--- src/sv/hws_pkg.sv ---
// ----------------------------------------------------------------------------
// hws_pkg
// Shared types and constants of the helicity window scaler event builder.
// ----------------------------------------------------------------------------
package hws_pkg;

	localparam int CNT_W       = 31;
	localparam int WORD_W      = 32;
	localparam int FLAGS_W     = 8;
	localparam int WIDX_W      = 3;
	localparam int QUEUE_DEPTH = 4;

	localparam logic [CNT_W-1:0]  TIME_STEP = CNT_W'(8);
	localparam logic [3:0]        HDR_TAG   = 4'd12;
	localparam logic [3:0]        HDR_TYPE  = 4'd9;
	localparam logic [WORD_W-1:0] HDR_WORD  = {1'b1, HDR_TAG, HDR_TYPE, 23'd0};
	localparam logic [WORD_W-1:0] END_WORD  = 32'hFFFF_FFFF;

	// position of a word inside an event; later codes all give the end word
	localparam logic [WIDX_W-1:0] WIDX_HEADER = 3'd0;
	localparam logic [WIDX_W-1:0] WIDX_WINDOW = 3'd1;
	localparam logic [WIDX_W-1:0] WIDX_LIVE   = 3'd2;
	localparam logic [WIDX_W-1:0] WIDX_BUSY   = 3'd3;
	localparam logic [WIDX_W-1:0] WIDX_EDGES  = 3'd4;
	localparam logic [WIDX_W-1:0] WIDX_END    = 3'd5;

	typedef struct packed {
		logic [WORD_W-1:0] word;
		logic              last;
	} entry_t;

	typedef struct packed {
		logic   push;
		entry_t data;
	} q_wr_t;

	typedef struct packed {
		logic   valid;
		entry_t data;
	} q_rd_t;

endpackage

--- src/sv/hws_in_if.sv ---
// ----------------------------------------------------------------------------
// hws_in_if
// Frame channel: one beat carries the levels and hit flags of one frame.
// ----------------------------------------------------------------------------
interface hws_in_if;
	import hws_pkg::*;

	logic               valid;
	logic               ready;
	logic               window_level;
	logic               busy_level;
	logic               hits_valid;
	logic [FLAGS_W-1:0] hit_flags;

	modport source (
		output valid, window_level, busy_level, hits_valid, hit_flags,
		input  ready
	);

	modport sink (
		input  valid, window_level, busy_level, hits_valid, hit_flags,
		output ready
	);

endinterface

--- src/sv/hws_out_if.sv ---
// ----------------------------------------------------------------------------
// hws_out_if
// Event word channel: one beat carries one event word and its end flag.
// ----------------------------------------------------------------------------
interface hws_out_if;
	import hws_pkg::*;

	logic              valid;
	logic              ready;
	logic [WORD_W-1:0] word;
	logic              last;

	modport source (
		output valid, word, last,
		input  ready
	);

	modport sink (
		input  valid, word, last,
		output ready
	);

endinterface

--- src/sv/hws_front.sv ---
// ----------------------------------------------------------------------------
// hws_front
// Accepts frames, updates the scalers, snapshots them and selects the
// event word that each frame produces.
// ----------------------------------------------------------------------------
module hws_front (
	input  logic           clk,
	input  logic           arst_n,
	hws_in_if.sink         frames,
	input  logic           q_full,
	output hws_pkg::q_wr_t q_wr
);
	import hws_pkg::*;

	logic              prev_window_q;
	logic              prev_hit_q;
	logic [CNT_W-1:0]  window_count_q;
	logic [CNT_W-1:0]  busy_time_q;
	logic [CNT_W-1:0]  live_time_q;
	logic [CNT_W-1:0]  edge_count_q;
	logic              emitting_q;
	logic [WIDX_W-1:0] word_index_q;
	logic [CNT_W-1:0]  snap_q [4];

	logic              accept;
	logic              hit;
	logic              inc;
	logic [CNT_W-1:0]  window_nxt;
	logic [CNT_W-1:0]  busy_nxt;
	logic [CNT_W-1:0]  live_nxt;
	logic [CNT_W-1:0]  edge_nxt;
	entry_t            sel;

	assign frames.ready = !q_full;
	assign accept       = frames.valid && frames.ready;
	assign hit          = |frames.hit_flags;
	assign inc          = frames.hits_valid && hit && !prev_hit_q;

	always_comb begin
		window_nxt = window_count_q;
		if (frames.window_level && !prev_window_q)
			window_nxt = window_count_q + CNT_W'(1);
		busy_nxt = busy_time_q;
		live_nxt = live_time_q;
		edge_nxt = edge_count_q;
		if (frames.window_level) begin
			busy_nxt = '0;
			live_nxt = '0;
			edge_nxt = '0;
		end else begin
			if (frames.busy_level)
				busy_nxt = busy_time_q + TIME_STEP;
			else
				live_nxt = live_time_q + TIME_STEP;
			if (inc)
				edge_nxt = edge_count_q + CNT_W'(1);
		end
	end

	always_comb begin
		sel.last = 1'b0;
		unique case (word_index_q)
			WIDX_HEADER: sel.word = HDR_WORD;
			WIDX_WINDOW: sel.word = {1'b0, snap_q[0]};
			WIDX_LIVE:   sel.word = {1'b0, snap_q[1]};
			WIDX_BUSY:   sel.word = {1'b0, snap_q[2]};
			WIDX_EDGES:  sel.word = {1'b0, snap_q[3]};
			default: begin
				sel.word = END_WORD;
				sel.last = 1'b1;
			end
		endcase
	end

	assign q_wr.push = accept && emitting_q;
	assign q_wr.data = sel;

	always_ff @(posedge clk or negedge arst_n) begin
		if (!arst_n) begin
			prev_window_q  <= 1'b1;
			prev_hit_q     <= 1'b0;
			window_count_q <= '0;
			busy_time_q    <= '0;
			live_time_q    <= '0;
			edge_count_q   <= '0;
			emitting_q     <= 1'b0;
			word_index_q   <= WIDX_HEADER;
		end else if (accept) begin
			prev_window_q  <= frames.window_level;
			if (frames.hits_valid)
				prev_hit_q <= hit;
			window_count_q <= window_nxt;
			busy_time_q    <= busy_nxt;
			live_time_q    <= live_nxt;
			edge_count_q   <= edge_nxt;
			if (!emitting_q) begin
				emitting_q <= 1'b1;
			end else if (sel.last) begin
				emitting_q   <= 1'b0;
				word_index_q <= WIDX_HEADER;
			end else begin
				word_index_q <= word_index_q + WIDX_W'(1);
			end
		end
	end

	// snapshot takes the counters as updated by this frame
	always_ff @(posedge clk) begin
		if (accept && !emitting_q) begin
			snap_q[0] <= window_nxt;
			snap_q[1] <= live_nxt;
			snap_q[2] <= busy_nxt;
			snap_q[3] <= edge_nxt;
		end
	end

`ifndef ASSERT_OFF
	a_snap_starts_event: assert property (@(posedge clk) disable iff (!arst_n)
		accept && !emitting_q |=> emitting_q && word_index_q == WIDX_HEADER)
		else $error("snapshot frame did not start an event at the header");
	a_end_closes_event: assert property (@(posedge clk) disable iff (!arst_n)
		q_wr.push && q_wr.data.last |=> !emitting_q)
		else $error("end word did not close the event");
	a_idle_index: assert property (@(posedge clk) disable iff (!arst_n)
		!emitting_q |-> word_index_q == WIDX_HEADER)
		else $error("word index nonzero between events");
	a_index_bound: assert property (@(posedge clk) disable iff (!arst_n)
		emitting_q |-> word_index_q <= WIDX_END)
		else $error("word index ran past the end word");
`endif

endmodule

--- src/sv/hws_queue.sv ---
// ----------------------------------------------------------------------------
// hws_queue
// Short FIFO of event words between the front and the output stage.
// ----------------------------------------------------------------------------
module hws_queue #(
	parameter int DEPTH = hws_pkg::QUEUE_DEPTH
) (
	input  logic           clk,
	input  logic           arst_n,
	input  hws_pkg::q_wr_t q_wr,
	output logic           q_full,
	input  logic           pop,
	output hws_pkg::q_rd_t q_rd
);
	import hws_pkg::*;

	localparam int PTR_W = (DEPTH > 1) ? $clog2(DEPTH) : 1;
	localparam int CNT_QW = $clog2(DEPTH + 1);

	entry_t            mem_q [DEPTH];
	logic [PTR_W-1:0]  wr_ptr_q;
	logic [PTR_W-1:0]  rd_ptr_q;
	logic [CNT_QW-1:0] count_q;
	logic              do_push;
	logic              do_pop;

	assign q_full     = (count_q == CNT_QW'(DEPTH));
	assign q_rd.valid = (count_q != '0);
	assign q_rd.data  = mem_q[rd_ptr_q];
	assign do_push    = q_wr.push && !q_full;
	assign do_pop     = pop && q_rd.valid;

	always_ff @(posedge clk or negedge arst_n) begin
		if (!arst_n) begin
			wr_ptr_q <= '0;
			rd_ptr_q <= '0;
			count_q  <= '0;
		end else begin
			if (do_push)
				wr_ptr_q <= (wr_ptr_q == PTR_W'(DEPTH - 1)) ? '0 : wr_ptr_q + PTR_W'(1);
			if (do_pop)
				rd_ptr_q <= (rd_ptr_q == PTR_W'(DEPTH - 1)) ? '0 : rd_ptr_q + PTR_W'(1);
			unique case ({do_push, do_pop})
				2'b10:   count_q <= count_q + CNT_QW'(1);
				2'b01:   count_q <= count_q - CNT_QW'(1);
				default: count_q <= count_q;
			endcase
		end
	end

	always_ff @(posedge clk) begin
		if (do_push)
			mem_q[wr_ptr_q] <= q_wr.data;
	end

`ifndef ASSERT_OFF
	a_no_push_full: assert property (@(posedge clk) disable iff (!arst_n)
		q_full |-> !q_wr.push)
		else $error("push into a full queue");
	a_count_up: assert property (@(posedge clk) disable iff (!arst_n)
		do_push && !do_pop |=> count_q == $past(count_q) + CNT_QW'(1))
		else $error("queue count did not follow a push");
	a_count_down: assert property (@(posedge clk) disable iff (!arst_n)
		do_pop && !do_push |=> count_q == $past(count_q) - CNT_QW'(1))
		else $error("queue count did not follow a pop");
	a_bound: assert property (@(posedge clk) disable iff (!arst_n)
		count_q <= CNT_QW'(DEPTH))
		else $error("queue count beyond depth");
`endif

endmodule

--- src/sv/hws_back.sv ---
// ----------------------------------------------------------------------------
// hws_back
// Output stage: pulls event words from the queue into a register and
// hands them out on the word channel.
// ----------------------------------------------------------------------------
module hws_back (
	input  logic           clk,
	input  logic           arst_n,
	input  hws_pkg::q_rd_t q_rd,
	output logic           pop,
	hws_out_if.source      words
);
	import hws_pkg::*;

	logic   valid_q;
	entry_t data_q;

	// refill when empty or when the held beat leaves this cycle
	assign pop = q_rd.valid && (!valid_q || words.ready);

	always_ff @(posedge clk or negedge arst_n) begin
		if (!arst_n)
			valid_q <= 1'b0;
		else if (pop)
			valid_q <= 1'b1;
		else if (words.ready)
			valid_q <= 1'b0;
	end

	always_ff @(posedge clk) begin
		if (pop)
			data_q <= q_rd.data;
	end

	assign words.valid = valid_q;
	assign words.word  = data_q.word;
	assign words.last  = data_q.last;

`ifndef ASSERT_OFF
	a_hold: assert property (@(posedge clk) disable iff (!arst_n)
		valid_q && !words.ready |=> valid_q && $stable(data_q))
		else $error("stalled beat changed");
	a_fill: assert property (@(posedge clk) disable iff (!arst_n)
		pop |=> valid_q && data_q == $past(q_rd.data))
		else $error("output register missed a queue word");
	a_pop_gate: assert property (@(posedge clk) disable iff (!arst_n)
		valid_q && !words.ready |-> !pop)
		else $error("pop while output stalled");
`endif

endmodule

--- src/sv/helicity_window_scaler_event_builder.sv ---
// Path: a frame that selects an event word pushes it into the queue, from which
// it moves to the output register; a snapshot frame produces no word.
// Throughput: one frame per cycle while the queue is not full; each event takes
// seven frames and yields six words, buffered by a QUEUE_DEPTH-entry queue ahead
// of the output register. Reset: arst_n clears all scalers, the event sequencer
// and the queue at once; the snapshot registers are loaded by the first frame.
// ----------------------------------------------------------------------------
// helicity_window_scaler_event_builder
// Helicity window scalers with a free-running six-word event builder.
// ----------------------------------------------------------------------------
module helicity_window_scaler_event_builder #(
	parameter int QUEUE_DEPTH = hws_pkg::QUEUE_DEPTH
) (
	input  logic      clk,
	input  logic      arst_n,
	hws_in_if.sink    frames,
	hws_out_if.source words
);
	import hws_pkg::*;

	q_wr_t q_wr;
	q_rd_t q_rd;
	logic  q_full;
	logic  pop;

	hws_front u_front (
		.clk    (clk),
		.arst_n (arst_n),
		.frames (frames),
		.q_full (q_full),
		.q_wr   (q_wr)
	);

	hws_queue #(
		.DEPTH (QUEUE_DEPTH)
	) u_queue (
		.clk    (clk),
		.arst_n (arst_n),
		.q_wr   (q_wr),
		.q_full (q_full),
		.pop    (pop),
		.q_rd   (q_rd)
	);

	hws_back u_back (
		.clk    (clk),
		.arst_n (arst_n),
		.q_rd   (q_rd),
		.pop    (pop),
		.words  (words)
	);

endmodule
--- src/flat_wrapper.sv ---
// flat-port wrapper written by rule: the top's interface ports become plain ports
module helicity_window_scaler_event_builder_flat import hws_pkg::*;
#(
	parameter int QUEUE_DEPTH = hws_pkg::QUEUE_DEPTH
)
  (clk, arst_n, frames_valid, frames_window_level, frames_busy_level, frames_hits_valid, frames_hit_flags, frames_ready, words_valid, words_word, words_last, words_ready);
  hws_in_if frames_i ();
  hws_out_if words_i ();
  input  logic clk;
  input  logic arst_n;
  input wire logic [$bits(frames_i.valid)-1:0] frames_valid;
  input wire logic [$bits(frames_i.window_level)-1:0] frames_window_level;
  input wire logic [$bits(frames_i.busy_level)-1:0] frames_busy_level;
  input wire logic [$bits(frames_i.hits_valid)-1:0] frames_hits_valid;
  input wire logic [$bits(frames_i.hit_flags)-1:0] frames_hit_flags;
  output wire logic [$bits(frames_i.ready)-1:0] frames_ready;
  output wire logic [$bits(words_i.valid)-1:0] words_valid;
  output wire logic [$bits(words_i.word)-1:0] words_word;
  output wire logic [$bits(words_i.last)-1:0] words_last;
  input wire logic [$bits(words_i.ready)-1:0] words_ready;
  assign frames_i.valid = frames_valid;
  assign frames_i.window_level = frames_window_level;
  assign frames_i.busy_level = frames_busy_level;
  assign frames_i.hits_valid = frames_hits_valid;
  assign frames_i.hit_flags = frames_hit_flags;
  assign frames_ready = frames_i.ready;
  assign words_valid = words_i.valid;
  assign words_word = words_i.word;
  assign words_last = words_i.last;
  assign words_i.ready = words_ready;
  helicity_window_scaler_event_builder #(.QUEUE_DEPTH(QUEUE_DEPTH)) u_core (.clk(clk), .arst_n(arst_n), .frames(frames_i), .words(words_i));
endmodule
--- config.mk ---
export PLATFORM = sky130hd
export DESIGN_NAME = helicity_window_scaler_event_builder_flat
export DESIGN_NICKNAME = d
export VERILOG_FILES = /design/src/sv/hws_pkg.sv /design/src/sv/hws_in_if.sv /design/src/sv/hws_out_if.sv /design/src/sv/hws_front.sv /design/src/sv/hws_queue.sv /design/src/sv/hws_back.sv /design/src/sv/helicity_window_scaler_event_builder.sv /design/src/flat_wrapper.sv
export SDC_FILE = /design/constraint.sdc
export NUM_CORES = 1
export LEC_CHECK = 0
export ABC_AREA = 1
export BUFFER_PORTS_ARGS = -buffer_cell sky130_fd_sc_hd__buf_2
export CORE_ASPECT_RATIO = 0.6
export CORE_UTILIZATION = 30
export CTS_BUF_LIST = sky130_fd_sc_hd__clkbuf_8
export DETAILED_ROUTE_END_ITERATION = 8
export GPL_ROUTABILITY_DRIVEN = 1
export PLACE_DENSITY = 0.45
export SYNTH_ARGS = -nofsm -noshare
export SYNTH_HDL_FRONTEND = slang
export SYNTH_SLANG_ARGS = --single-unit
--- constraint.sdc ---
create_clock -name clk -period 11.1 [get_ports clk]
set_input_delay 0 -clock clk [delete_from_list [all_inputs] [get_ports clk]]
set_output_delay 0 -clock clk [all_outputs]
set_load 0.1 [all_outputs]
# ---- Word-level counts from Yosys, hierarchy flattened
# Memories as Yosys holds them, arrays and structs flattened. A register that Yosys moved wholly into a read port is not among the register bits.
# Index checks and enable logic that the tools add are counted.
dict set report op_classes {
  n_addsub 9
  eq_ne 9
  muxes 21
  n_reduce_logical 23
}
# op n
set op_table {}
lappend op_table {{$mux 31} 7}
lappend op_table {{$pmux 32 s5} 1}
lappend op_table {{$add 31x1->31 const B} 2}
lappend op_table {{$add 31x4->31 const B} 2}
lappend op_table {{$logic_and 1x1->1} 9}
lappend op_table {{$mux 1} 9}
lappend op_table {{$reduce_or 8->1} 1}
lappend op_table {{$add 3x1->3 const B} 2}
lappend op_table {{$eq 2x2->1 const B} 3}
lappend op_table {{$eq 3x2->1 const B} 2}
lappend op_table {{$eq 3x3->1 const B} 2}
lappend op_table {{$pmux 3 s2} 1}
lappend op_table {{$logic_not 1->1} 5}
lappend op_table {{$reduce_or 5->1} 1}
lappend op_table {{$add 2x1->2 const B} 2}
lappend op_table {{$mux 2} 2}
lappend op_table {{$reduce_and 2->1} 2}
lappend op_table {{$reduce_bool 2->1} 2}
lappend op_table {{$eq 3x1->1 const B} 1}
lappend op_table {{$logic_not 3->1} 1}
lappend op_table {{$mux 3} 1}
lappend op_table {{$reduce_bool 3->1} 1}
lappend op_table {{$sub 3x1->3 const B} 1}
lappend op_table {{$eq 2x1->1 const B} 1}
lappend op_table {{$logic_or 1x1->1} 1}
dict set report word_totals {
  ff_bits 138
  ramBits 256
  inputBits 15
  out_inout_bits 35
  wordCells 76
  n_memories 2
}
# name depth word_bits rd rd_ports_with_merged_regs wr line
set mem_list {}
lappend mem_list {u_core.u_queue.mem_q 4 33 1 1 1 hws_queue.sv:20} ;# entry_t mem_q [DEPTH];
lappend mem_list {u_core.u_front.snap_q 4 31 4 0 4 hws_front.sv:23} ;# logic [CNT_W-1:0] snap_q [4];

# ---- Depth between registers and ports, before layout
dict set report logic_depth {
  ltp_word 7
  mapped_depth 12
  ltp_nobuf 12
}

# ---- Cells and area by module
# Synthesis repeated with hierarchy kept, for this count alone.
dict set report hier_totals {
  hier_cells 2159
  area_unflattened_um2 20564.7
}
# module n_inst cells_each area_per_inst_um2 seq_area_each_um2
set modules_own_cells {}
lappend modules_own_cells {hws_front 1 1675 13591.8 6977.9}
lappend modules_own_cells {hws_queue 1 445 5933.2 4139.0}
lappend modules_own_cells {hws_back 1 39 1039.7 1016.0}

# ---- Worst setup path before layout
# OpenSTA, ideal clock, no wires.
dict set report synth_path {
  path_type {register to register}
  from {register u_core.u_queue.count_q[0]}
  to {memory u_core.u_front.snap_q[0][0] (enable)}
  setup_time_ns 0.609
  t_arrival_ns 7.067
  t_required_ns 10.491
  path_slack_ns 3.424
  path_stages_with_launch 7
  n_path_buf 2
  period_less_slack_ns 7.676
  path_cell_list {dfrtp_1 > inv_1 > nand3_1 > nand2_1 > buf_2 > clkbuf_1 > nor2_1}
}
# item line
set synth_lines {}
lappend synth_lines {{from (decl)} hws_queue.sv:23} ;# logic [CNT_QW-1:0] count_q;
lappend synth_lines {{from (signal assigned)} hws_queue.sv:44} ;# 2'b10: count_q <= count_q + CNT_QW'(1);
lappend synth_lines {{from (signal assigned)} hws_queue.sv:45} ;# 2'b01: count_q <= count_q - CNT_QW'(1);
lappend synth_lines {{from (signal assigned)} hws_queue.sv:46} ;# default: count_q <= count_q;
lappend synth_lines {{to (decl)} hws_front.sv:23}

==> run metrics <==
Setup crit start kind flop; clk root buf clkbuf_8; CTS resizes 0; multi-input logic area around 6500 um2; post-synthesis sequential area ratio between 60% and 70%; number of fill cells approximately 6600; critical path's most frequent cell buf_4; Tot Pwr 5.51 mW; Synth async-reset ratio roughly a third; largest net degree at the start of global routing 84; nets around 2200; Syn Nets around 2100; syn_area_per_cell slightly below 10 um2; Critical Path Fanout Max 76; htree depth 3; via count between 10000 and 15000; DRT antenna net count 0; reg2reg setup slack 7.21 ns; layout cells sized above 1 under 10%; Peak VDD IR roughly 120 uV; clock skew 0.0339 ns; post-route setup TNS 0 ns; post-DR wirelength/cell around 18 um; final period utilization between 30% and 40%; status finished, final reports clean; worst r2r src u_core.u_queue.count_q[0]; required time of the critical path roughly 11 ns; Worst EP arrival about 4.1 ns; Post-synth EDFFs roughly 290; ANT cells 0; GRT overflow 0; CTS tree done; Max stage delay on crit path roughly 0.76 ns; fmax about 260 MHz; family with the most delay on the worst path buffers and inverters; worst setup slack after layout roughly 7.2 ns; Die H ~200 um; RSZ-0062 raised after global routing no; IO Port Bufs 49; FF+latch area ~12000 um2; worst-skew pair later-pin latency between 0.6 and 0.7 ns; DR DRC count 0; Clock Tree Buf Depth 3; critical path capture point type flop; largest cells by area after synthesis edfxtp_1 44%, dfrtp_1 17%, nand2_1 9.3%; I/O pin count 50; initial antenna violation count 0; final RePlAce weighted congestion 0.869; Final Hold Viols 0; Warnings, synthesis 0; Leak 9.04 nW; HP Start frames_window_level; pwr/cell area ~240 nW/um2; Max-Cap Viols 0; Initial Util a little under a third; Slew headroom ~22%; area leader, netlist edfxtp_1; setup slack at placement 7.11 ns; most numerous cell in the Yosys netlist nand2_1; Util after Layout a little over a third; Syn Inst Count between 2000 and 2500; Worst Tran Pin Value approximately 1.2 ns; Core ar. between 60000 and 70000 um2; detailed router's first-iteration violation count roughly 1400; Yosys top cell area share between 40% and 50%; Die Width between 300 and 400 um; DPL Wire Length 38600 um; crit path launch u_core.u_queue.count_q[0]; Primary FF master, synth edfxtp_1; Via density about 5; commonest cells in the netlist 493 x nand2_1, 289 x edfxtp_1, 247 x inv_1, 199 x nor2_1, 157 x o21ai_0; Tmin final 3.89 ns; crit path kind reg2reg; number of global-route vias before repair around 14000; Area Growth Syn to Fin 13.5%; Worst-path clk slew roughly 0.060 ns; Rows between 70 and 80; CTS Buf Count slightly below 70; CP cell instances inv_1 > nand3_1 > nand2_4 > buf_4 > nor2_4 > buf_4 > buf_4; die area ~67000 um2; GRT Util Overall between 15 and 20%; synthesized flop and latch total approximately 430; slowest CP cell buf_4; DRT Pass-1 Iters 6; CP Buf/Inv Count 4; first-pass GRT wire length ~86000 um; Synth cell types between 40 and 50; cell area after synthesis about 20000 um2; total routed wirelength approximately 56000 um; CTS Sinks between 400 and 500; Pins Over Slew Limit 0; type of the tightest min-delay check in2reg; Setup violations, final 0
-- repair_timing --
action	4_1_cts	5_1_grt
hold buffers	8	0
hold endpoints to repair	92	0
setup buffers	0	0
endpoints found under the setup margin	0	0
-- logic make-up after synthesis --
family / Yosys count / synth area share [%]
compound gates: 295 / 8.62
xor+xnor: 25 / 1.26
fa+ha+maj: 16 / 1.05
buf+inv: 326 / 6.36
flops: 427 / 61.2
simple gates: 972 / 21.5
-- per-stage QoR --
step | cells | hold WS (ns) | cell area, um2
global placement | 2903 | 0.00545 | 21000
CTS | 3035 | 0.0123 | 22500
floorplan | 2061 | -0.296 | 19800
detailed placement | 2903 | 0.00858 | 21000
global route | 3035 | 0.0703 | 22500
finish | 3035 | 0.0806 | 22500
-- registers in the layout (all words and copies together) (netlist names), 2 cells and up --
signal / cells
u_core.u_queue.count_q: 3
u_core.u_queue.mem_q: 132
u_core.u_front.word_index_q: 3
u_core.u_front.edge_count_q: 31
u_core.u_front.window_count_q: 31
u_core.u_queue.wr_ptr_q: 2
u_core.u_queue.rd_ptr_q: 2
u_core.u_front.live_time_q: 31
u_core.u_front.snap_q: 124
u_core.u_front.busy_time_q: 31
u_core.u_back.words.word: 32
-- power by group --
| part | switching (mW) | internal [mW] | leakage (nW) |
|---|---|---|---|
| Sequential | 0.115 | 2.24 | 4.62 |
| Clock | 0.647 | 0.745 | 0.781 |
| Combinational | 1.44 | 0.319 | 3.64 |
| Total | 2.20 | 3.31 | 9.04 |
-- cells in the final DEF, fill, tap and decap left out, types with 3 or more instances in the layout --
cell type,instances
a21o_1,4
a21oi_1,23
a221oi_1,4
a22o_1,31
and2_1,8
and3_1,15
buf_2,48
buf_4,21
bufinv_16,5
clkbuf_8,76
clkinv_1,15
clkinv_2,6
dfrtp_1,136
dlygate4sd3_1,7
edfxtp_1,289
ha_1,15
inv_1,266
nand2_1,492
nand2_2,5
nand3_1,105
nand3_2,5
nand3b_1,3
nand4_1,78
nor2_1,194
nor2_2,14
nor2_4,13
nor3_1,28
nor3_2,4
o211ai_1,4
o21ai_0,157
o21ai_1,25
o21bai_1,5
o22ai_1,34
or2_2,4
xnor2_1,3
xor2_1,18
-- final timing paths --
kind,endpoint,cells after the start
min in group asynchronous,u_core.u_front.prev_window_q,3
worst max-delay path,u_core.u_front.snap_q[1][3],7
worst min-delay path,u_core.u_front.snap_q[2][2],2
max in group asynchronous,u_core.u_front.busy_time_q[21],4
worst max register to register,u_core.u_front.snap_q[1][3],7
worst min register to register,u_core.u_queue.count_q[0],1
-- per-layer routing --
metal	routed length, um	GRT usage, %	up-vias
met2	20700	20.5	446
met1	30700	28.5	7177
met3	4030	4.13	58
li1	-	-	7100
met4	678	3.26	0
met5	0	0	-
-- area by class of cell --
class	instances	area share, %
clock buffers	76	4.65
clock inverters	48	1.42
repair buffers	78	2.25
inverters	247	4.13
well taps	851	4.73
flip-flops and latches	427	53.9
multi-input cells	1308	28.9
(Power assumes the default switching activity.)
